--- src/rtl/bap_pkg.sv ---
`timescale 1ns / 1ps

package bap_pkg;

	// Frame and block limits
	localparam int MAX_WIDTH    = 1024;
	localparam int MAX_BLOCK    = 64;
	localparam int HEIGHT_LIMIT = 1024;

	// Derived widths
	localparam int COL_W = $clog2(MAX_WIDTH);
	localparam int ROW_W = $clog2(HEIGHT_LIMIT);
	localparam int BLK_W = $clog2(MAX_BLOCK);
	localparam int PIX_W = 8;
	localparam int SUM_W = PIX_W + 2 * BLK_W;
	localparam int CNT_W = 2 * BLK_W + 1;

	// Quantizer: sum >= 128 * count
	localparam int THR_SHIFT = 7;
	localparam logic [PIX_W-1:0] QUANT_HIGH = 8'd192;
	localparam logic [PIX_W-1:0] QUANT_LOW  = 8'd64;

	// Configuration port
	localparam int IDX_W    = 2;
	localparam int CFG_W    = 11;
	localparam int WIDTH_W  = 11;
	localparam int HEIGHT_W = 11;
	localparam int SIDE_W   = 7;

	localparam logic [WIDTH_W-1:0]  WIDTH_RST  = 11'd640;
	localparam logic [HEIGHT_W-1:0] HEIGHT_RST = 11'd480;
	localparam logic [SIDE_W-1:0]   SIDE_RST   = 7'd8;

	// Output queue depth
	localparam int OUT_DEPTH = 3;
	localparam int LVL_W     = $clog2(OUT_DEPTH + 1);
	localparam int PTR_W     = $clog2(OUT_DEPTH);

	typedef enum logic [IDX_W-1:0] {
		REG_WIDTH  = 2'd0,
		REG_HEIGHT = 2'd1,
		REG_SIDE   = 2'd2
	} reg_idx_t;

	typedef struct packed {
		logic [PIX_W-1:0] r;
		logic [PIX_W-1:0] g;
		logic [PIX_W-1:0] b;
	} rgb_t;

	typedef struct packed {
		logic [SUM_W-1:0] r;
		logic [SUM_W-1:0] g;
		logic [SUM_W-1:0] b;
	} sums_t;

	// Per-pixel control from the raster scanner to the accumulator
	typedef struct packed {
		logic [COL_W-1:0] addr;
		logic             first;
		logic             block_end;
		logic             frame_done;
		logic [COL_W-1:0] block_x;
		logic [ROW_W-1:0] block_y;
		logic [CNT_W-1:0] count;
	} scan_t;

	typedef struct packed {
		logic [COL_W-1:0] block_x;
		logic [ROW_W-1:0] block_y;
		logic [PIX_W-1:0] red;
		logic [PIX_W-1:0] green;
		logic [PIX_W-1:0] blue;
		logic             frame_done;
	} result_t;

endpackage

--- src/rtl/bap_if.sv ---


interface bap_cfg_if import bap_pkg::*; ();
	logic             valid;
	logic             ready;
	logic [IDX_W-1:0] index;
	logic [CFG_W-1:0] data;

	modport source (output valid, output index, output data, input ready);
	modport sink (input valid, input index, input data, output ready);
endinterface

--- src/rtl/bap_scan.sv ---
`timescale 1ns / 1ps

module bap_scan import bap_pkg::*; (
	input  logic      clk,
	input  logic      arst_n,
	bap_cfg_if.sink   cfg,
	input  logic      accept,
	output scan_t     ctl
);

	localparam logic [WIDTH_W-1:0]  WIDTH_MAX  = WIDTH_W'(MAX_WIDTH);
	localparam logic [HEIGHT_W-1:0] HEIGHT_MAX = HEIGHT_W'(HEIGHT_LIMIT);
	localparam logic [SIDE_W-1:0]   SIDE_MAX   = SIDE_W'(MAX_BLOCK);

	logic [WIDTH_W-1:0]  width_q;
	logic [HEIGHT_W-1:0] height_q;
	logic [SIDE_W-1:0]   side_q;
	logic [COL_W-1:0]    pixel_col_q;
	logic [ROW_W-1:0]    pixel_row_q;
	logic [BLK_W-1:0]    col_in_blk_q;
	logic [BLK_W-1:0]    row_in_blk_q;
	logic [COL_W-1:0]    blk_col_q;
	logic [ROW_W-1:0]    blk_row_q;

	logic                last_col;
	logic                last_row;
	logic                col_wrap;
	logic                row_wrap;
	logic [SIDE_W-1:0]   col_cnt;
	logic [SIDE_W-1:0]   row_cnt;
	logic [2*SIDE_W-1:0] area;
	logic                cfg_wr;

	// 0 acts as 1, anything above the limit as the limit
	function automatic logic [CFG_W-1:0] clamp(input logic [CFG_W-1:0] v,
		input logic [CFG_W-1:0] hi);
		logic [CFG_W-1:0] r;
		if (v == '0) begin
			r = CFG_W'(1);
		end else if (v > hi) begin
			r = hi;
		end else begin
			r = v;
		end
		return r;
	endfunction

	assign cfg.ready = 1'b1;
	assign cfg_wr    = cfg.valid && cfg.ready;

	// Position decode for the next pixel
	assign col_cnt  = SIDE_W'(col_in_blk_q) + SIDE_W'(1);
	assign row_cnt  = SIDE_W'(row_in_blk_q) + SIDE_W'(1);
	assign last_col = (WIDTH_W'(pixel_col_q) + WIDTH_W'(1)) >= width_q;
	assign last_row = (HEIGHT_W'(pixel_row_q) + HEIGHT_W'(1)) >= height_q;
	assign col_wrap = col_cnt >= side_q;
	assign row_wrap = row_cnt >= side_q;
	assign area     = col_cnt * row_cnt;

	always_comb begin
		ctl.addr       = blk_col_q;
		ctl.first      = (col_in_blk_q == '0) && (row_in_blk_q == '0);
		ctl.block_end  = (last_col || col_wrap) && (last_row || row_wrap);
		ctl.frame_done = last_col && last_row;
		ctl.block_x    = blk_col_q;
		ctl.block_y    = blk_row_q;
		ctl.count      = area[CNT_W-1:0];
	end

	// Registers and raster counters; any valid register write restarts the frame
	always_ff @(posedge clk or negedge arst_n) begin
		if (!arst_n) begin
			width_q      <= WIDTH_RST;
			height_q     <= HEIGHT_RST;
			side_q       <= SIDE_RST;
			pixel_col_q  <= '0;
			pixel_row_q  <= '0;
			col_in_blk_q <= '0;
			row_in_blk_q <= '0;
			blk_col_q    <= '0;
			blk_row_q    <= '0;
		end else if (cfg_wr) begin
			case (reg_idx_t'(cfg.index))
				REG_WIDTH: begin
					width_q <= WIDTH_W'(clamp(cfg.data, CFG_W'(WIDTH_MAX)));
				end
				REG_HEIGHT: begin
					height_q <= HEIGHT_W'(clamp(cfg.data, CFG_W'(HEIGHT_MAX)));
				end
				REG_SIDE: begin
					side_q <= SIDE_W'(clamp(CFG_W'(cfg.data[SIDE_W-1:0]),
						CFG_W'(SIDE_MAX)));
				end
				default: begin
				end
			endcase
			if (cfg.index == REG_WIDTH || cfg.index == REG_HEIGHT ||
				cfg.index == REG_SIDE) begin
				pixel_col_q  <= '0;
				pixel_row_q  <= '0;
				col_in_blk_q <= '0;
				row_in_blk_q <= '0;
				blk_col_q    <= '0;
				blk_row_q    <= '0;
			end
		end else if (accept) begin
			if (last_col) begin
				pixel_col_q  <= '0;
				col_in_blk_q <= '0;
				blk_col_q    <= '0;
				if (last_row) begin
					pixel_row_q  <= '0;
					row_in_blk_q <= '0;
					blk_row_q    <= '0;
				end else begin
					pixel_row_q <= pixel_row_q + ROW_W'(1);
					if (row_wrap) begin
						row_in_blk_q <= '0;
						blk_row_q    <= blk_row_q + ROW_W'(1);
					end else begin
						row_in_blk_q <= row_in_blk_q + BLK_W'(1);
					end
				end
			end else begin
				pixel_col_q <= pixel_col_q + COL_W'(1);
				if (col_wrap) begin
					col_in_blk_q <= '0;
					blk_col_q    <= blk_col_q + COL_W'(1);
				end else begin
					col_in_blk_q <= col_in_blk_q + BLK_W'(1);
				end
			end
		end
	end

`ifndef ASSERT_OFF
	// Counters never run past the configured frame or block
	a_col_in_frame: assert property (@(posedge clk) disable iff (!arst_n)
		WIDTH_W'(pixel_col_q) < width_q)
		else $error("pixel column beyond image width");
	a_col_in_block: assert property (@(posedge clk) disable iff (!arst_n)
		SIDE_W'(col_in_blk_q) < side_q && SIDE_W'(row_in_blk_q) < side_q)
		else $error("position in block beyond block side");
`endif

endmodule

--- src/flat_wrapper.sv ---
// flat-port wrapper written by rule: the top's interface ports become plain ports
module bap_scan_flat import bap_pkg::*;
  (clk, arst_n, accept, ctl, cfg_valid, cfg_index, cfg_data, cfg_ready);
  bap_cfg_if cfg_i ();
  input  logic clk;
  input  logic arst_n;
  input  logic accept;
  output scan_t ctl;
  input wire logic [$bits(cfg_i.valid)-1:0] cfg_valid;
  input wire logic [$bits(cfg_i.index)-1:0] cfg_index;
  input wire logic [$bits(cfg_i.data)-1:0] cfg_data;
  output wire logic [$bits(cfg_i.ready)-1:0] cfg_ready;
  assign cfg_i.valid = cfg_valid;
  assign cfg_i.index = cfg_index;
  assign cfg_i.data = cfg_data;
  assign cfg_ready = cfg_i.ready;
  bap_scan u_core (.clk(clk), .arst_n(arst_n), .cfg(cfg_i), .accept(accept), .ctl(ctl));
endmodule
--- config.mk ---
export PLATFORM = sky130hd
export DESIGN_NAME = bap_scan_flat
export DESIGN_NICKNAME = d
export VERILOG_FILES = /design/src/rtl/bap_pkg.sv /design/src/rtl/bap_if.sv /design/src/rtl/bap_scan.sv /design/src/flat_wrapper.sv
export SDC_FILE = /design/constraint.sdc
export NUM_CORES = 1
export LEC_CHECK = 0
export ABC_AREA = 1
export BUFFER_PORTS_ARGS = -buffer_cell sky130_fd_sc_hd__buf_4
export CAP_MARGIN = 10
export CORE_UTILIZATION = 60
export DETAILED_ROUTE_END_ITERATION = 16
export PLACE_DENSITY = 0.88
export SYNTH_ARGS = -nofsm -noshare
export SYNTH_HDL_FRONTEND = slang
export SYNTH_SLANG_ARGS = --single-unit
export TNS_END_PERCENT = 1
--- constraint.sdc ---
create_clock -name clk -period 7.2 [get_ports clk]
set_input_delay 1.08 -clock clk [delete_from_list [all_inputs] [get_ports clk]]
set_output_delay 1.08 -clock clk [all_outputs]
set_load 0.02 [all_outputs]
==> results_dict.tcl, run 1 <==
set metrics [dict create \
    slowest_delay_ns 0.61 \
    synth_nets 1018 \
    dp_cells 1083 \
    layout_common_cells "nand2_1, inv_1, nor2_1" \
    rsz0062_at_grt "no" \
    status "finished clean" \
    hp-start "u_core.height_q[1]" \
    root_buffer "clkbuf_16" \
    postSynthAreaPerCell_sq_um 7.50 \
    syn_inst 904 \
    holdCritPathClass "reg2reg" \
    utilization_pct 69.5 \
    place_hpwl_um 12000 \
    gp_congestion 0.905 \
    grt_pass1_wl_um 26500 \
    power.leakage_uw 0.00420 \
    ys_ff_latch 81 \
    final_hold_viol_count 0 \
    grt_usage_pct 28.9 \
    r2r_cells 17 \
    clock.fmax_mhz 151 \
    worst-setup-path-type "reg2out" \
    rrSetupSlack_ns 3.94 \
    fin_crit_sh_pct 91.7 \
    final_common_cell "nand2_1" \
    vias 5972 \
    drive_gt1_share_pct 10.9 \
    crit_top_cell "fa_1" \
    die_x_um 108 \
    coreArea_sq_um 10900 \
    cts_resized 0 \
    initial_core_util_pct 62.0 \
    power_density_nw_per_um2 216 \
    first_pass_iters 5 \
    clk_latency_ns 0.35 \
    crit_arrival_ns 5.53 \
    route.detailed.drc 0 \
    drt-total-wl_um 15700 \
    crit_path_start_kind "register" \
    drv_slew 0 \
    finalNetCount 1068 \
    syn_to_final_growth_pct 12.1 \
    post_cts_buffers 0 \
    tns_ns 0 \
    hold_depth 2 \
    path_delay_family "adder cells" \
    cts_hold_buf 0 \
    r2r-end "u_core.pixel_row_q[7]" \
    holdPathEnd "u_core.height_q[1]" \
    setup-violations-final 0 \
    r2r-start "u_core.pixel_col_q[0]" \
    via_per_inst 5.43 \
    antenna_found_initial 0 \
    diodes 0 \
    io_buffer_count 62 \
    path_buf_inv 4 \
    gr-total-overflow 0 \
    routedWlPerCell_um 14.3 \
    yosys.cell_types.count 39 \
    die_y_um 108 \
    synth_area_sq_um 6780 \
    ios 64 \
    grt_pass1_vias 5838 \
    drtIter0Drc 397 \
    cts_sinks 81 \
    cts_made_buffers 9 \
    final.setup_skew_ns 0.00635 \
    slowest_stage "fa_1" \
    worstMarginPinSlew_ns 1.04 \
    max-vdd-ir-drop_v 0.000161 \
    worstPathCellList "nand3_1 -> nor2_1 -> nand2_1 -> xor2_1 -> nand2_1 -> fa_1 -> fa_1 -> inv_1 -> fa_1 -> inv_1 -> fa_1 -> inv_1 -> ha_1 -> a21oi_1 -> o21ai_0 -> a21oi_1 -> nor2_1 -> nor2_1 -> xor2_1 -> buf_4" \
    postRouteAntennaNets 0 \
    stdcell_count 1099 \
    htreeDepth 3 \
    fp.dieArea_sq_um 11700 \
    dpl_cell_area_sq_um 7260 \
    crit_fanout 10 \
    fin_ws_ns 0.595 \
    fp-row-count 38 \
    design_area_sq_um 7590 \
    slew_headroom_pct 30.8 \
    ys_seq_area_share_pct 30.0 \
    path_clk_slew_ns 0.07 \
    worstPathRequired_ns 6.12 \
    grt_start_max_net_pins 82 \
    dp_slack_ns 1.06 \
    ys_warn_count 0 \
    post-route-min-period_ns 6.61 \
    end_kind "output port" \
    maxCapViolations 0 \
    cts_tree "built" \
    clockBufferDepth 2 \
]
cell usage after synthesis (all sizes together):
cell type | count | area share (%)
o22ai | 13 | 1.2
and3 | 2 | 0.18
dfstp | 7 | 2.7
a21boi | 1 | 0.11
o31ai | 3 | 0.33
inv | 143 | 7.9
a21o | 3 | 0.33
nand3b | 3 | 0.33
nand4 | 17 | 1.6
a21oi | 19 | 1.4
nor3 | 14 | 1.3
dfrtp | 74 | 27
conb | 1 | 0.055
xor2 | 26 | 3.4
o21bai | 2 | 0.22
clkbuf | 5 | 0.28
nor3b | 1 | 0.11
ha | 74 | 14
or2 | 3 | 0.28
nand3 | 35 | 2.8
fa | 23 | 6.8
nor2 | 110 | 6.6
nor4 | 1 | 0.092
buf | 18 | 2.0
o21ai | 50 | 3.7
nand2 | 244 | 14
xnor2 | 12 | 1.6
tightest hold or removal path: stages (launching register included):
cell	delay, ns
dfrtp_1	0.35
nand2_1	0.05
o21ai_0	0.06
kinds of logic after synthesis:
logic type | share of synthesized area (%)
simple gates | 27.0
buf+inv | 10.2
fa+ha+maj | 20.5
compound gates | 7.29
flops | 30.0
xor+xnor | 4.91
other cells | 0.0553
how the worst max path moves through the flow:
stage,slack (ns),cells after the start,endpoint,startpoint
floorplan,1.35,20,ctl[9],u_core.row_in_blk_q[0]
global placement,1.23,20,ctl[9],u_core.row_in_blk_q[0]
detailed placement,1.06,20,ctl[9],u_core.row_in_blk_q[0]
CTS,0.61,20,ctl[9],u_core.row_in_blk_q[0]
global route,0.32,20,ctl[9],u_core.row_in_blk_q[0]
finish,0.59,20,ctl[9],u_core.row_in_blk_q[0]
flip-flops by register name, indices dropped and copies added (netlist names):
name	count
u_core.blk_col_q	10
u_core.blk_row_q	10
u_core.col_in_blk_q	6
u_core.height_q	11
u_core.pixel_col_q	10
u_core.pixel_row_q	10
u_core.row_in_blk_q	6
u_core.side_q	7
u_core.width_q	11
per-stage QoR:
step	hold WS (ns)	power (uW)
after floorplan	0.453	945
after global placement	0.468	1100
after detailed placement	0.476	1120
after CTS	0.493	1640
after global routing	0.519	1740
final	0.492	1640
where the power goes:
group | leakage (uW) | internal (uW) | switching (uW)
sequential | 0.00107 | 511 | 52.0
combinational | 0.00298 | 199 | 355
clock | 0.000160 | 311 | 213
total | 0.00420 | 1020 | 620
routing by layer:
layer | share of wire, % | track usage, % | up-vias
met5 | 0 | 0 | -
met4 | 2.3 | 12.2 | 0
met2 | 50 | 50.1 | 188
li1 | - | - | 2946
met3 | 4.9 | 4.22 | 37
met1 | 43 | 35.8 | 2801
cell type report:
class | instances | area [sq um]
sequential | 81 | 2040
fill | 876 | 3340
timing repair buffer | 62 | 465
tap | 140 | 175
clock inverter | 7 | 108
multi-input combinational | 657 | 4050
inverter | 143 | 537
clock buffer | 9 | 225
(Power assumes the default switching activity.)
==> run 2: changes to the inputs <==
Settings changed: ABC_AREA 1 to default.
==> results_dict.tcl, run 2 <==
set metrics [dict create \
    status "finished clean" \
    cts_made_buffers 9 \
    ios 64 \
    tns_ns 0 \
    diodes 0 \
    setup-violations-final 0 \
    drive_gt1_share_pct 15.0 \
    clockBufferDepth 2 \
    post_cts_buffers 0 \
    max-vdd-ir-drop_v 0.000164 \
    htreeDepth 3 \
    slowest_delay_ns 0.59 \
    final_hold_viol_count 0 \
    path_delay_family "adder cells" \
    crit_fanout 11 \
    synth_edf_count 0 \
    first_pass_iters 7 \
    yosys.cell_types.count 63 \
    io_buffer_count 62 \
    postSynthAreaPerCell_sq_um 8.80 \
    slowest_stage "dfrtp_1" \
    initial_core_util_pct 61.5 \
    maxCapViolations 0 \
    cts_tree "built" \
    crit_top_cell "fa_1" \
    hp-start "u_core.width_q[7]" \
    routedWlPerCell_um 16.6 \
    fp-row-count 38 \
    die_x_um 107 \
    r2r-start "u_core.col_in_blk_q[0]" \
    grt_pass1_wl_um 25900 \
    synth_common_cells "nand2_1, dfrtp_1, ha_1" \
    coreArea_sq_um 10800 \
    worstPathRequired_ns 6.12 \
    crit_arrival_ns 5.70 \
    rrSetupSlack_ns 3.41 \
    path_clk_slew_ns 0.08 \
    route.detailed.drc 0 \
    rsz0062_at_grt "no" \
    fp.dieArea_sq_um 11500 \
    antenna_found_initial 0 \
    syn_to_final_growth_pct 10.2 \
    post-route-min-period_ns 6.78 \
    ys_seq_area_share_pct 30.5 \
    power_density_nw_per_um2 176 \
    synthTopCellsByArea "dfrtp_1, ha_1, fa_1" \
    slew_headroom_pct 32.9 \
    holdCritPathClass "reg2reg" \
    hold-worst-slack_ns 0.485 \
    hold_depth 2 \
    grt_usage_pct 28.4 \
    cts_resized 0 \
    cts_hold_buf 0 \
    layout_common_cells "nand2_1, ha_1, dfrtp_1" \
    root_buffer "clkbuf_8" \
    crit_path_start_kind "register" \
    yosysTopAreaCell "dfrtp_1" \
    final_common_cell "nand2_1" \
    holdPathEnd "u_core.width_q[7]" \
    crit_cells 18 \
    path_buf_inv 4 \
    synth_top_area_share_pct 27.8 \
    drt-total-wl_um 15600 \
    syn_inst 758 \
    die_y_um 107 \
    synth_nets 872 \
    synth_area_sq_um 6670 \
    cts_sinks 81 \
    ys_warn_count 0 \
    grt_start_max_net_pins 82 \
    place_hpwl_um 11800 \
    reg_top3 "u_core.height_q x11, u_core.width_q x11" \
    power.leakage_uw 0.00366 \
    yosysMostFrequentCell "nand2_1" \
    async_flop_share_pct 100 \
    gp_congestion 0.892 \
    clk_latency_ns 0.37 \
    postRouteAntennaNets 0 \
    end_kind "output port" \
    worstMarginPinSlew_ns 1.01 \
    drv_slew 0 \
    fin_crit_sh_pct 94.1 \
    worstPathCellList "ha_1 -> nand3_1 -> nor2_1 -> nand2_1 -> fa_1 -> fa_1 -> inv_1 -> fa_1 -> inv_1 -> fa_1 -> inv_1 -> ha_1 -> o21ai_0 -> nor2_1 -> o41ai_2 -> o21ai_0 -> xnor2_1 -> buf_4" \
    clock.fmax_mhz 148 \
    r2r_cells 10 \
    synth_ff_type "dfrtp_1" \
    via_per_inst 6.05 \
    final.setup_skew_ns 0.0138 \
    r2r-end "u_core.col_in_blk_q[2]" \
    finalNetCount 910 \
    grt_pass1_vias 5439 \
    ys_ff_latch 81 \
    gr-total-overflow 0 \
    vias 5696 \
    worst-setup-path-type "reg2out" \
    drtIter0Drc 449 \
]
## run 2: kinds of logic (layout without fill, tap and decap cells)
logic type / after synthesis / after routing / synth area share (%)
compound gates: 147 / 147 / 14.7
xor+xnor: 37 / 37 / 4.86
fa+ha+maj: 97 / 97 / 20.8
buf+inv: 110 / 153 / 7.07
flops: 81 / 81 / 30.5
mux: 16 / 16 / 2.50
other cells: 1 / 1 / 0.0562
simple gates: 269 / 269 / 19.5
## run 2: cell type report
| type | count | area [sq um] |
|---|---|---|
| timing repair buffer | 70 | 526 |
| sequential | 81 | 2040 |
| multi-input combinational | 567 | 4170 |
| inverter | 67 | 251 |
| clock buffer | 10 | 138 |
| clock inverter | 6 | 50.0 |
| fill | 896 | 3490 |
| tap | 140 | 175 |
## run 2: how the worst max path moves through the flow
stage,start,end,slack (ns)
final,u_core.row_in_blk_q[0],ctl[12],0.42
after global routing,u_core.row_in_blk_q[0],ctl[12],0.06
after CTS,u_core.row_in_blk_q[0],ctl[12],0.27
after detailed placement,u_core.row_in_blk_q[0],ctl[12],0.69
after global placement,u_core.row_in_blk_q[0],ctl[12],0.93
after floorplan,u_core.row_in_blk_q[0],ctl[12],1.04
## run 2: power by group
part           switching [uW]  internal (uW)
logic                     282            155
registers                42.9            494
clock network             180            138
## run 2: layer usage
metal	track usage (%)	vias up	part of all wire, %
li1	-	2673	-
met1	37.0	2784	44
met2	49.2	203	49
met3	4.24	36	4.9
met4	8.22	0	2.2
met5	0	-	0
## run 2: stage by stage
step | std cells | utilization, % | instance area [sq um] | worst slack [ns] | power (uW)
6_report | 941 | 67.8 | 7350 | 0.423 | 1290
3_3_place_gp | 925 | 66.0 | 7150 | 0.926 | 956
4_1_cts | 941 | 67.7 | 7340 | 0.272 | 1290
3_5_place_dp | 925 | 66.0 | 7150 | 0.686 | 973
5_1_grt | 941 | 67.8 | 7350 | 0.0592 | 1370
2_1_floorplan | 758 | - | 6670 | 1.04 | 842
## run 2: worst min-delay path: stages, from the launching register on
cell     delay (ns)
dfstp_2        0.37
nand2_1        0.04
o21ai_0        0.07
==> run 3: changes to the inputs <==
Clock period 7.2 ns to 8.2 ns, I/O delays scaled along.
==> results_dict.tcl, run 3 (synthesized netlist as in run 2, its figures left out) <==
set metrics [dict create \
    status "finished clean" \
    holdCritPathClass "reg2reg" \
    dp_slack_ns 1.40 \
    coreArea_sq_um 10800 \
    clock.fmax_mhz 138 \
    io_buffer_count 62 \
    post-route-min-period_ns 7.26 \
    stdcell_count 936 \
    fin_ws_ns 0.944 \
    htreeDepth 3 \
    diodes 0 \
    grt_start_max_net_pins 82 \
    syn_to_final_growth_pct 10.2 \
    route.detailed.drc 0 \
    first_pass_iters 6 \
    dp_cells 920 \
    post_cts_buffers 0 \
    slew_headroom_pct 32.4 \
    antenna_found_initial 0 \
    final.setup_skew_ns 0.00708 \
    die_x_um 107 \
    drt-total-wl_um 15400 \
    final_hold_viol_count 0 \
    clockBufferDepth 2 \
    finalNetCount 905 \
    cts_sinks 81 \
    fp-row-count 38 \
    routedWlPerCell_um 16.5 \
    cts_made_buffers 9 \
    fin_crit_sh_pct 88.5 \
    cts_tree "built" \
    path_clk_slew_ns 0.08 \
    crit_path_start_kind "register" \
    grt_pass1_wl_um 26100 \
    drtIter0Drc 427 \
    cts_resized 0 \
    vias 5625 \
    hold_depth 2 \
    place_hpwl_um 11600 \
    drive_gt1_share_pct 14.1 \
    layout_common_cells "nand2_1, ha_1, dfrtp_1" \
    tns_ns 0 \
    crit_fanout 11 \
    grt_pass1_vias 5585 \
    maxCapViolations 0 \
    worstPathRequired_ns 6.97 \
    gr-total-overflow 0 \
    cts_hold_buf 0 \
    gp_congestion 0.903 \
    r2r_cells 11 \
    worst-setup-path-type "reg2out" \
    reg_top3 "u_core.height_q x11, u_core.width_q x11" \
    power_density_nw_per_um2 163 \
    setup-violations-final 0 \
    drv_slew 0 \
    end_kind "output port" \
    clk_latency_ns 0.36 \
    via_per_inst 6.01 \
    final_common_cell "nand2_1" \
    root_buffer "clkbuf_8" \
    postRouteAntennaNets 0 \
    grt_usage_pct 28.8 \
    fp.dieArea_sq_um 11500 \
    die_y_um 107 \
    max-vdd-ir-drop_v 0.000138 \
    hold-worst-slack_ns 0.484 \
    ios 64 \
    power.leakage_uw 0.00365 \
    utilization_pct 67.8 \
    rsz0062_at_grt "no" \
    initial_core_util_pct 61.5 \
    crit_arrival_ns 6.03 \
    worstMarginPinSlew_ns 1.01 \
]
==> run 3: final timing paths <==
path	start	to	slack [ns]
min	u_core.height_q[6]	u_core.height_q[6]	0.48
max reg2reg	u_core.row_in_blk_q[0]	u_core.row_in_blk_q[2]	4.40
max in group asynchronous	arst_n	u_core.width_q[10]	6.51
min in group asynchronous	arst_n	u_core.blk_col_q[6]	1.03
min reg2reg	u_core.height_q[6]	u_core.height_q[6]	0.48
max	u_core.row_in_blk_q[0]	ctl[12]	0.94
==> run 3: worst max-delay path, cell delays in order (launching register included) <==
cell and delay, ns:
dfrtp_1 0.59, ha_1 0.29, nand3_1 0.19, xor2_1 0.48, inv_1 0.20, nand2_1 0.13, fa_1 0.46, fa_1 0.54
inv_1 0.05, fa_1 0.53, inv_1 0.05, fa_1 0.53, inv_1 0.05, ha_1 0.34, o21ai_0 0.20, nor2_1 0.08
o41ai_1 0.42, o21ai_0 0.20, xnor2_1 0.17, buf_4 0.16
==> run 3: area by class of cell <==
class                      instances  area, sq um
multi-input combinational        567         4170
clock buffer                      14          173
inverter                          67          251
timing repair buffer              65          488
sequential                        81         2040
clock inverter                     2         60.1
fill                             840         3490
tap                              140          175
==> run 3: metal layers <==
metal	part of all wire, %	global-route usage [%]	vias up
li1	-	-	2668
met1	43	37.3	2718
met2	49	48.7	209
met3	5.8	5.08	30
met4	2.2	9.69	0
met5	0	0	-
==> run 3: metrics by stage <==
stage	power (uW)	instance area [sq um]
after CTS	1200	7350
after floorplan	739	6670
after global routing	1270	7350
after detailed placement	861	7120
after global placement	842	7120
final	1200	7350
==> run 3: power by group <==
group / switching, uW / total (uW) / internal, uW
clock: 144 / 341 / 197
combinational: 251 / 388 / 137
sequential: 36.6 / 470 / 434
