### src/rtl/bap_pkg.sv
`timescale 1ns / 1ps

package bap_pkg;

	// Frame and block limits
	localparam int MAX_WIDTH    = 1024;
	localparam int MAX_BLOCK    = 64;
	localparam int HEIGHT_LIMIT = 1024;

	// Derived widths
	localparam int COL_W = $clog2(MAX_WIDTH);
	localparam int ROW_W = $clog2(HEIGHT_LIMIT);
	localparam int BLK_W = $clog2(MAX_BLOCK);
	localparam int PIX_W = 8;
	localparam int SUM_W = PIX_W + 2 * BLK_W;
	localparam int CNT_W = 2 * BLK_W + 1;

	// Quantizer: sum >= 128 * count
	localparam int THR_SHIFT = 7;
	localparam logic [PIX_W-1:0] QUANT_HIGH = 8'd192;
	localparam logic [PIX_W-1:0] QUANT_LOW  = 8'd64;

	// Configuration port
	localparam int IDX_W    = 2;
	localparam int CFG_W    = 11;
	localparam int WIDTH_W  = 11;
	localparam int HEIGHT_W = 11;
	localparam int SIDE_W   = 7;

	localparam logic [WIDTH_W-1:0]  WIDTH_RST  = 11'd640;
	localparam logic [HEIGHT_W-1:0] HEIGHT_RST = 11'd480;
	localparam logic [SIDE_W-1:0]   SIDE_RST   = 7'd8;

	// Output queue depth
	localparam int OUT_DEPTH = 3;
	localparam int LVL_W     = $clog2(OUT_DEPTH + 1);
	localparam int PTR_W     = $clog2(OUT_DEPTH);

	typedef enum logic [IDX_W-1:0] {
		REG_WIDTH  = 2'd0,
		REG_HEIGHT = 2'd1,
		REG_SIDE   = 2'd2
	} reg_idx_t;

	typedef struct packed {
		logic [PIX_W-1:0] r;
		logic [PIX_W-1:0] g;
		logic [PIX_W-1:0] b;
	} rgb_t;

	typedef struct packed {
		logic [SUM_W-1:0] r;
		logic [SUM_W-1:0] g;
		logic [SUM_W-1:0] b;
	} sums_t;

	// Per-pixel control from the raster scanner to the accumulator
	typedef struct packed {
		logic [COL_W-1:0] addr;
		logic             first;
		logic             block_end;
		logic             frame_done;
		logic [COL_W-1:0] block_x;
		logic [ROW_W-1:0] block_y;
		logic [CNT_W-1:0] count;
	} scan_t;

	typedef struct packed {
		logic [COL_W-1:0] block_x;
		logic [ROW_W-1:0] block_y;
		logic [PIX_W-1:0] red;
		logic [PIX_W-1:0] green;
		logic [PIX_W-1:0] blue;
		logic             frame_done;
	} result_t;

endpackage

### src/rtl/bap_if.sv


interface bap_blk_if import bap_pkg::*; ();
	logic             valid;
	logic             ready;
	logic [COL_W-1:0] block_x;
	logic [ROW_W-1:0] block_y;
	logic [PIX_W-1:0] red_out;
	logic [PIX_W-1:0] green_out;
	logic [PIX_W-1:0] blue_out;
	logic             frame_done;

	modport source (output valid, output block_x, output block_y, output red_out,
		output green_out, output blue_out, output frame_done, input ready);
	modport sink (input valid, input block_x, input block_y, input red_out,
		input green_out, input blue_out, input frame_done, output ready);
endinterface


### src/rtl/bap_out_fifo.sv
`timescale 1ns / 1ps

module bap_out_fifo import bap_pkg::*; (
	input  logic             clk,
	input  logic             arst_n,
	input  logic             push,
	input  result_t          din,
	bap_blk_if.source        blk,
	output logic [LVL_W-1:0] level
);

	result_t          mem_q [OUT_DEPTH];
	logic [PTR_W-1:0] wr_ptr_q;
	logic [PTR_W-1:0] rd_ptr_q;
	logic [LVL_W-1:0] level_q;
	logic             pop;
	result_t          head;

	function automatic logic [PTR_W-1:0] next_ptr(input logic [PTR_W-1:0] p);
		logic [PTR_W-1:0] n;
		if (p == PTR_W'(OUT_DEPTH - 1)) begin
			n = '0;
		end else begin
			n = p + PTR_W'(1);
		end
		return n;
	endfunction

	assign head          = mem_q[rd_ptr_q];
	assign blk.valid     = level_q != '0;
	assign blk.block_x   = head.block_x;
	assign blk.block_y   = head.block_y;
	assign blk.red_out   = head.red;
	assign blk.green_out = head.green;
	assign blk.blue_out  = head.blue;
	assign blk.frame_done = head.frame_done;
	assign pop           = blk.valid && blk.ready;
	assign level         = level_q;

	// Pointers and fill level
	always_ff @(posedge clk or negedge arst_n) begin
		if (!arst_n) begin
			wr_ptr_q <= '0;
			rd_ptr_q <= '0;
			level_q  <= '0;
		end else begin
			if (push) begin
				wr_ptr_q <= next_ptr(wr_ptr_q);
			end
			if (pop) begin
				rd_ptr_q <= next_ptr(rd_ptr_q);
			end
			level_q <= level_q + LVL_W'(push) - LVL_W'(pop);
		end
	end

	// Storage
	always_ff @(posedge clk) begin
		if (push) begin
			mem_q[wr_ptr_q] <= din;
		end
	end

`ifndef ASSERT_OFF
	a_no_overflow: assert property (@(posedge clk) disable iff (!arst_n)
		push |-> (level_q < LVL_W'(OUT_DEPTH)) || pop)
		else $error("result pushed into full queue");
	a_level_bound: assert property (@(posedge clk) disable iff (!arst_n)
		level_q <= LVL_W'(OUT_DEPTH))
		else $error("queue level out of range");
`endif

endmodule

### src/flat_wrapper.sv
// flat-port wrapper written by rule: the top's interface ports become plain ports
module bap_out_fifo_flat import bap_pkg::*;
  (clk, arst_n, push, din, level, blk_valid, blk_block_x, blk_block_y, blk_red_out, blk_green_out, blk_blue_out, blk_frame_done, blk_ready);
  bap_blk_if blk_i ();
  input  logic clk;
  input  logic arst_n;
  input  logic push;
  input  result_t din;
  output logic [LVL_W-1:0] level;
  output wire logic [$bits(blk_i.valid)-1:0] blk_valid;
  output wire logic [$bits(blk_i.block_x)-1:0] blk_block_x;
  output wire logic [$bits(blk_i.block_y)-1:0] blk_block_y;
  output wire logic [$bits(blk_i.red_out)-1:0] blk_red_out;
  output wire logic [$bits(blk_i.green_out)-1:0] blk_green_out;
  output wire logic [$bits(blk_i.blue_out)-1:0] blk_blue_out;
  output wire logic [$bits(blk_i.frame_done)-1:0] blk_frame_done;
  input wire logic [$bits(blk_i.ready)-1:0] blk_ready;
  assign blk_valid = blk_i.valid;
  assign blk_block_x = blk_i.block_x;
  assign blk_block_y = blk_i.block_y;
  assign blk_red_out = blk_i.red_out;
  assign blk_green_out = blk_i.green_out;
  assign blk_blue_out = blk_i.blue_out;
  assign blk_frame_done = blk_i.frame_done;
  assign blk_i.ready = blk_ready;
  bap_out_fifo u_core (.clk(clk), .arst_n(arst_n), .push(push), .din(din), .blk(blk_i), .level(level));
endmodule
### config.mk
export PLATFORM = sky130hd
export DESIGN_NAME = bap_out_fifo_flat
export DESIGN_NICKNAME = d
export VERILOG_FILES = /design/src/rtl/bap_pkg.sv /design/src/rtl/bap_if.sv /design/src/rtl/bap_out_fifo.sv /design/src/flat_wrapper.sv
export SDC_FILE = /design/constraint.sdc
export NUM_CORES = 1
export LEC_CHECK = 0
export BUFFER_PORTS_ARGS = -buffer_cell sky130_fd_sc_hd__buf_2
export CAP_MARGIN = 20
export CORE_MARGIN = 2
export CORE_UTILIZATION = 30
export DETAILED_ROUTE_END_ITERATION = 16
export PLACE_DENSITY = 0.49
export SKIP_LAST_GASP = 1
export SYNTH_ARGS = -nofsm -noshare
export SYNTH_HDL_FRONTEND = slang
export SYNTH_SLANG_ARGS = --single-unit
### constraint.sdc
create_clock -name clk -period 4.55 [get_ports clk]
set_input_delay 0.91 -clock clk [delete_from_list [all_inputs] [get_ports clk]]
set_output_delay 0.91 -clock clk [all_outputs]
set_load 0.02 [all_outputs]
==> flow_summary.toml, run 1 <==
[drt]
firstDrtPassIters = 4
initialDrtViolationCount = 152
postRouteAntennaNets = 0
vias = 2842
drcViolationCount = 0
post_route_wl_um = 10300
post_drt_via_cell_ratio = 4.34
drt-wirelength-per-cell_um = 15.8

[cells_and_area]
area_delta_synth_final_pct = 22.9
nets = 469
multiInputGateArea_sq_um = 1000
fillCellCount = 1675
finish.instance_area_sq_um = 6530
layout-drive-gt1-share = 0.315
final-seq-area_sq_um = 4210

[floorplanning]
fp.dieH_um = 137
die_width_um = 137
die_area_sq_um = 18800
placeableCoreArea_sq_um = 17300
top_level_ports = 97
row_count = 48
initial_standard_cell_utilization_of_the_core = 0.307

[sta]
finalClockSkew_ps = 3.72
slew_violations = 0
max_freq_ghz = 0.318
setup_tns_ps = 0
period_needed_ps = 3140
final_min_period_over_clock_period = 0.691
hold_violations = 0
setup_viol_count_final = 0
worst_slew_pin_slew_ps = 877
rsz_0062_raised_after_global_routing = "false"
worst_slew_margin_rel = 0.415

[placed_design]
gpl.final_weighted_congestion = 0.656
detailed_place.area_sq_um = 6040
port_buffers = 96
dp_hpwl_um = 6390

[synthesis]
synth_area_per_cell_sq_um = 17.0
sequential_share_of_the_synthesized_area = 0.792
synthesis.yosys.warnings = 0
synth_nets = 363
number_of_distinct_standard_cells_referenced_by_the_synthesized_netlist = 20
ys_ff_latch = 141
syn-cell-area_sq_um = 5310
synthesis.instances = 312

[grt]
grt_pass1_wl_um = 15600
gr-usage-all-layers = 0.117
antenna_found_initial = 2
grt_start_max_net_pins = 67
first_global_vias = 2923
globalRoute.totalOverflow = 0

[power]
clkPwrFrac = 0.281
max-vdd-ir-drop_v = 0.000389
power_report.internal_total_mw = 2.72
power.density_nw_per_um2 = 628
power_switching_mw = 1.37
leakage_power_nw = 2.42
power.combinational.fraction = 0.274
swShare = 0.335
pnr_total_power_mw = 4.10
seq_power_share = 0.445

[critical_path]
setup_crit_end = "blk_red_out[2]"
max_stage_delay_ps = 650
timing.critical_path.to_type = "output port"
crit_chain = "buf_4 > o21ai_0 > buf_2"
worst_r2r_endpoint = "u_core.mem_q[1][37]"
critical_path.startpoint_type = "flip-flop"
worst_r2r_startpoint = "u_core.wr_ptr_q[0]"
critical_path_depth = 3
critical_path.startpoint = "u_core.rd_ptr_q[1]"
critPathRequiredTime_ps = 3640
worst_ep_arrival_time_ps = 2230
critical_path.max_fanout = 66
critical_path.top_delay_family = "buffers and inverters"
critical_path_class = "flip-flop to output port"
slowest_stage = "sky130_fd_sc_hd__dfrtp_2"
buffering_stage_count_on_the_worst_path_with_inverters_included = 2
ff2ff_path_depth = 3
r2r_slack_ps = 2680

[clock_tree]
clock_insertion_delay_at_the_later_pin_of_the_skew_report_ps = 410
cts_max_level = 4
cts_resized = 0
cts_inserted_buffers = 17
cts_hold_repair.buffers = 0
root_buffer = "sky130_fd_sc_hd__clkbuf_16"
cts_max_path_buffers = 2
clkTransAtPathRegs_ps = 50
clkSinkCount = 141
post_cts_setup_repair_buffer_count = 0
cts_tree = "yes"

[flow_run]
max-cap-violations = 0

[outcome]
status = "finished clean"

[worst_hold_path]
holdCritPathClass = "input pin to async pin"
[cell usage after synthesis]
library cell | n | area [sq um]
sky130_fd_sc_hd__buf_2 | 2 | 10.0
sky130_fd_sc_hd__nor3b_1 | 2 | 15.0
sky130_fd_sc_hd__buf_8 | 1 | 15.0
sky130_fd_sc_hd__dfrtp_1 | 6 | 150
sky130_fd_sc_hd__nor2_1 | 2 | 7.51
sky130_fd_sc_hd__ha_1 | 2 | 25.0
sky130_fd_sc_hd__nor2b_1 | 1 | 6.26
sky130_fd_sc_hd__o21ai_1 | 18 | 90.1
sky130_fd_sc_hd__clkbuf_1 | 7 | 26.3
sky130_fd_sc_hd__edfxtp_1 | 135 | 4050
sky130_fd_sc_hd__nand2_1 | 46 | 173
sky130_fd_sc_hd__or2_2 | 1 | 6.26
sky130_fd_sc_hd__buf_12 | 2 | 40.0
sky130_fd_sc_hd__o21ai_0 | 28 | 140
sky130_fd_sc_hd__a21o_1 | 1 | 7.51
sky130_fd_sc_hd__mux2_2 | 2 | 22.5
sky130_fd_sc_hd__mux2i_1 | 46 | 460
sky130_fd_sc_hd__inv_1 | 4 | 15.0
sky130_fd_sc_hd__buf_4 | 4 | 30.0
sky130_fd_sc_hd__xnor2_1 | 2 | 17.5
[registers in the layout, summed over array words and instances (netlist names)]
name and cells:
u_core.mem_q 135, u_core.level 2, u_core.rd_ptr_q 2, u_core.wr_ptr_q 2
[how the worst min path moves through the flow]
stage	endpoint	slack, ps
3_3_place_gp	u_core.level[1]	560
3_5_place_dp	u_core.level[1]	570
6_report	u_core.wr_ptr_q[1]	310
4_1_cts	u_core.rd_ptr_q[0]	300
5_1_grt	u_core.rd_ptr_q[0]	300
2_1_floorplan	u_core.wr_ptr_q[1]	500
[worst reg2reg max path, delay by kind of cell, from the launching register on]
family / cells / cell delay [ps]
flip-flops: 1 / 470
AND/OR/NAND/NOR: 2 / 720
buffers and inverters: 1 / 370
[layer usage]
metal | global-route usage | vias to the layer above | wire [um]
li1 | - | 1385 | -
met1 | 0.131 | 1369 | 4130
met2 | 0.198 | 70 | 5380
met3 | 0.0396 | 16 | 591
met4 | 0.0567 | 2 | 209
met5 | 0 | - | 13
[cells by family (layout without fill, tap and decap cells)]
family,after synthesis,in the layout,synth area share
adder cells (fa/ha/maj),2,2,0.00471
other,0,1,0
AO/OA/AOI/OAI,47,47,0.0448
multiplexers,48,48,0.0909
flip-flops,141,141,0.792
XOR/XNOR,2,2,0.00330
AND/OR/NAND/NOR,52,52,0.0391
buffers and inverters,20,137,0.0257
[per-stage QoR]
stage	hold slack (ps)	setup WS, ps	std cells	util
3_3_place_gp	556	1840	624	0.349
3_5_place_dp	573	1800	624	0.349
6_report	315	1410	655	0.378
2_1_floorplan	501	1240	312	-
5_1_grt	301	1160	655	0.378
4_1_cts	296	1350	654	0.377
[final cells by class]
cell class	count	area share
Antenna cell	1	0.000383
Clock buffer	19	0.0663
Clock inverter	11	0.00843
Inverter	4	0.00230
Multi-Input combinational cell	151	0.153
Sequential cell	141	0.645
Tap cell	225	0.0431
Timing Repair Buffer	103	0.0816
[power by group through the flow]
stage	logic [mW]	clock network (mW)	registers (mW)
final	1.12	1.15	1.82
after global routing	1.24	1.24	1.86
after CTS	1.16	1.18	1.83
after detailed placement	1.16	0	1.86
after global placement	1.15	0	1.85
after floorplan	0.924	0	1.72
[placed cells by master (no fill, tap or decap), drive strengths merged]
| cell type | instances |
|---|---|
| nor2b | 1 |
| nand2 | 46 |
| clkinvlp | 2 |
| mux2i | 46 |
| xnor2 | 2 |
| diode | 1 |
| o21ai | 46 |
| mux2 | 2 |
| nor2 | 2 |
| nor3b | 2 |
| ha | 2 |
| or2 | 1 |
| dfrtp | 6 |
| buf | 103 |
| clkinv | 9 |
| clkbuf | 19 |
| edfxtp | 135 |
| a21o | 1 |
| inv | 4 |
(Power assumes the default switching activity.)
==> run 2, diff against run 1 <==
- ABC_AREA: not set -> 1
- PLACE_DENSITY: 0.49 -> 0.47
- clock period: 4.55 -> 3.2 ns (I/O delays scaled with it)
==> run 2 against run 1 <==
Net effect:
- first-iteration DRC count down 4.6%
- die area down 0.51%
- synthesized cell count grew 20%
- synthesized area shrank 0.52%
- sequential power rose by 36%
- count of clock-buffer cells in the layout decreased by 1
- combinational power is 110% higher
- cell area rose by 2.4%
- clock power increased by 85%
- critical endpoint is now blk_block_y[7]
- clock skew rose by 1.6 ps
- critical path depth grew 1
==> flow_summary.toml, run 2 <==
[outcome]
status = "finished clean"

[placed_design]
port_buffers = 96
dp_hpwl_um = 7220
gpl.final_weighted_congestion = 0.686

[cells_and_area]
nets = 536
mostFrequentLayoutCell = "sky130_fd_sc_hd__edfxtp_1"
num_antenna_cells = 0
largest_register = "u_core.mem_q"
area_delta_synth_final_pct = 26.6
largest_register_ffs = 135
layout-drive-gt1-share = 0.293
layout.cells.most_common_list = "135 x sky130_fd_sc_hd__edfxtp_1, 102 x sky130_fd_sc_hd__nand2_1, 96 x sky130_fd_sc_hd__buf_2, 95 x sky130_fd_sc_hd__nand3_1, 17 x sky130_fd_sc_hd__clkbuf_16"

[synthesis]
post-synth-top-count-cell = "sky130_fd_sc_hd__edfxtp_1"
synthesis.yosys.warnings = 0
yosysTopAreaCell = "sky130_fd_sc_hd__edfxtp_1"
synth_edf_count = 135
synth.top_cells.by_area = "sky130_fd_sc_hd__edfxtp_1 77%, sky130_fd_sc_hd__nand3_1 9.0%, sky130_fd_sc_hd__nand2_1 7.2%"
synth_nets = 426
number_of_distinct_standard_cells_referenced_by_the_synthesized_netlist = 14
netlist_top_cells_count = "135 x sky130_fd_sc_hd__edfxtp_1, 102 x sky130_fd_sc_hd__nand2_1, 95 x sky130_fd_sc_hd__nand3_1"
synth_top_area_frac = 0.767
synth_area_per_cell_sq_um = 14.1
synthesis.instances = 375
async_flop_share = 0.0426
syn-cell-area_sq_um = 5280
ys_ff_latch = 141
sequential_share_of_the_synthesized_area = 0.796
yosys_most_used_dff = "sky130_fd_sc_hd__edfxtp_1"

[grt]
grt_start_max_net_pins = 34
grt_pass1_wl_um = 18500
globalRoute.totalOverflow = 0
first_global_vias = 3412
antenna_found_initial = 1
gr-usage-all-layers = 0.137

[power]
leakage_power_nw = 2.58
power.density_nw_per_um2 = 1050
max-vdd-ir-drop_v = 0.000491

[drt]
drcViolationCount = 0
post_route_wl_um = 12100
initialDrtViolationCount = 145
firstDrtPassIters = 4
postRouteAntennaNets = 0
drt-wirelength-per-cell_um = 16.7
vias = 3279
post_drt_via_cell_ratio = 4.54

[critical_path]
critical_path.startpoint_type = "flip-flop"
critical_path.max_fanout = 33
critPathRequiredTime_ps = 2560
timing.critical_path.to_type = "output port"
r2r_slack_ps = 1420
critical_path_class = "flip-flop to output port"
worst_ep_arrival_time_ps = 1970

[sta]
final_min_period_over_clock_period = 0.815
worst_slew_margin_rel = 0.600
slew_violations = 0
rsz_0062_raised_after_global_routing = "false"
setup_viol_count_final = 0
period_needed_ps = 2610
worst_slew_pin_slew_ps = 600
setup_tns_ps = 0
hold_slack_ps = 45.7
hold_violations = 0
max_freq_ghz = 0.384
finalClockSkew_ps = 5.37

[clock_tree]
clkSinkCount = 141
cts_inserted_buffers = 17
cts_max_level = 4
clock_insertion_delay_at_the_later_pin_of_the_skew_report_ps = 410
post_cts_setup_repair_buffer_count = 0
cts_hold_repair.buffers = 0
cts_max_path_buffers = 2
cts_tree = "yes"
root_buffer = "sky130_fd_sc_hd__clkbuf_16"
clkTransAtPathRegs_ps = 60
cts_resized = 0

[floorplanning]
die_width_um = 137
die_area_sq_um = 18700
initial_standard_cell_utilization_of_the_core = 0.307
top_level_ports = 97
row_count = 48
fp.dieH_um = 137
placeableCoreArea_sq_um = 17200

[worst_hold_path]
holdCritPathClass = "input pin to async pin"

[flow_run]
max-cap-violations = 0
## run 2: final cells by class
cell class / instances / area (sq um)
clock buffers: 18 / 429
flip-flops and latches: 141 / 4210
well taps: 225 / 282
repair buffers: 109 / 591
multi-input cells: 204 / 920
clock inverters: 14 / 215
inverters: 12 / 45.0
fillers: 1644 / 10500
## run 2: cells by family (layout without fill, tap and decap cells)
kind of cell | Yosys count | after routing | synth area share
flops | 141 | 141 | 0.796
fa+ha+maj | 2 | 2 | 0.00474
simple gates | 200 | 200 | 0.166
compound gates | 2 | 2 | 0.00189
buf+inv | 30 | 153 | 0.0317
## run 2: path summary, 6_finish.rpt
check / startpoint / to / cells after the start
hold / removal: arst_n / u_core.level[0] / 1
setup / recovery: u_core.rd_ptr_q[0] / blk_block_y[7] / 4
min in group clk: din[33] / u_core.mem_q[2][33] / 1
max in group asynchronous: arst_n / u_core.rd_ptr_q[0] / 1
hold reg to reg: u_core.wr_ptr_q[0] / u_core.wr_ptr_q[1] / 2
setup reg to reg: u_core.wr_ptr_q[1] / u_core.mem_q[0][30] / 4
## run 2: report_power, final
group / internal [mW] / switching, mW
Combinational: 0.680 / 1.72
Sequential: 2.38 / 0.105
Clock: 1.38 / 0.743
## run 2: layer usage
metal  share of wire  routed length, um  track usage  up-vias
li1                -                  -            -     1575
met1            0.45               5460        0.164     1598
met2            0.48               5770        0.229       92
met3           0.050                602       0.0411       14
met4           0.019                225       0.0590        0
met5               0                  0            0        -
## run 2: worst max-delay path, stage by stage, from the launching register on
cell and delay, ps:
sky130_fd_sc_hd__dfrtp_2 590, sky130_fd_sc_hd__buf_4 480, sky130_fd_sc_hd__nand3_1 130, sky130_fd_sc_hd__nand3_1 160
sky130_fd_sc_hd__buf_2 180
## run 2: metrics by stage
| step | total power [mW] | utilization | worst slack (ps) | instances | instance area [sq um] |
|---|---|---|---|---|---|
| global route | 7.41 | 0.388 | 426 | 723 | 6690 |
| finish | 7.01 | 0.388 | 593 | 723 | 6690 |
| detailed placement | 4.99 | 0.351 | 1000 | 691 | 6040 |
| CTS | 7.13 | 0.388 | 553 | 723 | 6690 |
| global placement | 4.96 | 0.351 | 999 | 691 | 6040 |
| floorplan | 4.08 | - | 160 | 375 | 5280 |
==> run 3, diff against run 2 <==
- clock period: 3.2 -> 2.4 ns (I/O delays scaled with it)
==> run 3 against run 2 <==
Net effect:
- critical path depth is 1 higher
- count of clock-buffer cells in the layout rose by 1
- sequential cell count stayed put
- power grew 27%
- critical endpoint is now blk_block_x[5]
==> flow_summary.toml, run 3 (synthesis results as in run 2) <==
[critical_path]
critical_path.startpoint_type = "flip-flop"
worst_r2r_endpoint = "u_core.mem_q[0][9]"
r2r_slack_ps = 810
timing.critical_path.to_type = "output port"
buffering_stage_count_on_the_worst_path_with_inverters_included = 3
ff2ff_path_depth = 4
crit_chain = "inv_2 > buf_4 > nand3_1 > nand3_1 > buf_2"
critical_path.max_fanout = 14
critical_path_class = "flip-flop to output port"
worst_ep_arrival_time_ps = 1770
critical_path.top_delay_family = "buffers and inverters"
worst_r2r_startpoint = "u_core.wr_ptr_q[1]"
critPathMostFrequentCell = "sky130_fd_sc_hd__nand3_1"
max_stage_delay_ps = 440
critPathRequiredTime_ps = 1920
slowest_stage = "sky130_fd_sc_hd__dfrtp_2"

[worst_hold_path]
holdCritPathClass = "input pin to flip-flop"
min_delay_worst_endpoint = "u_core.mem_q[2][36]"
hold_path.startpoint = "din[36]"
worstHoldPathCells = 1

[cells_and_area]
area_delta_synth_final_pct = 25.4
multiInputGateArea_sq_um = 920
nets = 538
mostFrequentLayoutCell = "sky130_fd_sc_hd__edfxtp_1"
largest_register = "u_core.mem_q"
layout-drive-gt1-share = 0.281
finish.instance_area_sq_um = 6630
layout.cells.most_common_list = "135 x sky130_fd_sc_hd__edfxtp_1, 102 x sky130_fd_sc_hd__nand2_1, 96 x sky130_fd_sc_hd__buf_2, 95 x sky130_fd_sc_hd__nand3_1, 17 x sky130_fd_sc_hd__clkbuf_16"
fillCellCount = 1684
num_antenna_cells = 0
largest_register_ffs = 135
stdcell_count = 723
final-seq-area_sq_um = 4210

[placed_design]
place_inst = 692
detailed_place.area_sq_um = 6100
pre_cts_slack_ps = 478
gpl.final_weighted_congestion = 0.681
port_buffers = 96
dp_hpwl_um = 7330

[clock_tree]
cts_tree = "yes"
root_buffer = "sky130_fd_sc_hd__clkbuf_16"
clkSinkCount = 141
clock_insertion_delay_at_the_later_pin_of_the_skew_report_ps = 410
cts_inserted_buffers = 17
cts_max_level = 4
post_cts_setup_repair_buffer_count = 0
cts_max_path_buffers = 2
clkTransAtPathRegs_ps = 60

[drt]
route.layer.met1.wl_um = 5270
dr_wl_met2_um = 5710
initialDrtViolationCount = 192
post_drt_via_cell_ratio = 4.58
topRoutingLayerUsed = "met5"
postRouteAntennaNets = 0
firstDrtPassIters = 6
sum_of_met3_wire_segment_lengths_after_detailed_routing_um = 756
drcViolationCount = 0
post_route_wl_um = 11900
vias = 3308
drt-wirelength-per-cell_um = 16.5

[sta]
worst_slack_ps = 148
setup_viol_count_final = 0
worst_slew_margin_rel = 0.693
hold_slack_ps = 267
period_needed_ps = 2250
worst_slew_pin_slew_ps = 460
slew_violations = 0
finalClockSkew_ps = 4.55
rsz_0062_raised_after_global_routing = "false"
setup_tns_ps = 0
final_min_period_over_clock_period = 0.938
hold_violations = 0
max_freq_ghz = 0.444

[power]
leakage_power_nw = 2.56
power.density_nw_per_um2 = 1340
max-vdd-ir-drop_v = 0.000684

[floorplanning]
die_width_um = 137
row_count = 48
initial_standard_cell_utilization_of_the_core = 0.307
die_area_sq_um = 18700
fp.dieH_um = 137
top_level_ports = 97
placeableCoreArea_sq_um = 17200

[grt]
first_global_vias = 3376
gr-usage-all-layers = 0.137
antenna_found_initial = 2
globalRoute.totalOverflow = 0
grt_pass1_wl_um = 18400
grt_start_max_net_pins = 36

[flow_run]
max-cap-violations = 0

[outcome]
status = "finished clean"
==> run 3: cell count changes in the layout (fill, tap and decap cells not counted), moves of 2 or more <==
cell,change
sky130_fd_sc_hd__bufinv_16,-4
sky130_fd_sc_hd__buf_4,-3
sky130_fd_sc_hd__clkinv_2,+2
sky130_fd_sc_hd__buf_12,+4
sky130_fd_sc_hd__inv_6,-2
sky130_fd_sc_hd__clkinvlp_4,-2
sky130_fd_sc_hd__clkinv_1,+4
==> run 3: how the worst max path moves through the flow <==
stage / startpoint / to / slack (ps) / depth (start not counted)
finish: u_core.rd_ptr_q[1] / blk_block_x[5] / 150 / 5
global route: u_core.rd_ptr_q[1] / blk_block_x[5] / 7 / 5
CTS: u_core.rd_ptr_q[0] / blk_block_y[3] / 20 / 4
detailed placement: u_core.rd_ptr_q[0] / blk_block_y[3] / 480 / 4
global placement: u_core.rd_ptr_q[0] / blk_block_y[3] / 480 / 4
floorplan: push / u_core.mem_q[2][0] / 290 / 2
==> run 3: where the power goes <==
| group | internal [mW] | switching [mW] | leakage [nW] |
|---|---|---|---|
| Combinational | 0.996 | 2.29 | 0.992 |
| Clock | 1.38 | 0.911 | 0.246 |
| Sequential | 3.17 | 0.159 | 1.32 |
| Total | 5.55 | 3.36 | 2.56 |
==> run 3: timing repair <==
action	CTS	global route
hold endpoints to repair	6	0
hold buffers	1	0
resized for setup	0	1
endpoints found under the setup margin	0	5
==> run 3: final cells by class <==
type	count	share of cell area
clock inverters	11	0.0119
repair buffers	111	0.0993
clock buffers	19	0.0653
well taps	225	0.0425
multi-input cells	204	0.139
flip-flops and latches	141	0.635
inverters	12	0.00680
==> run 3: layer usage <==
metal / global-route usage / up-vias
li1: - / 1570
met1: 0.166 / 1631
met2: 0.218 / 90
met3: 0.0519 / 15
met4: 0.0567 / 2
met5: 0 / -
==> run 3: stage by stage <==
step                      total power, mW  utilization
final                                8.91        0.384
after global placement               6.72        0.354
after floorplan                      5.44            -
after CTS                            9.07        0.384
after global routing                 9.46        0.384
after detailed placement             6.76        0.354
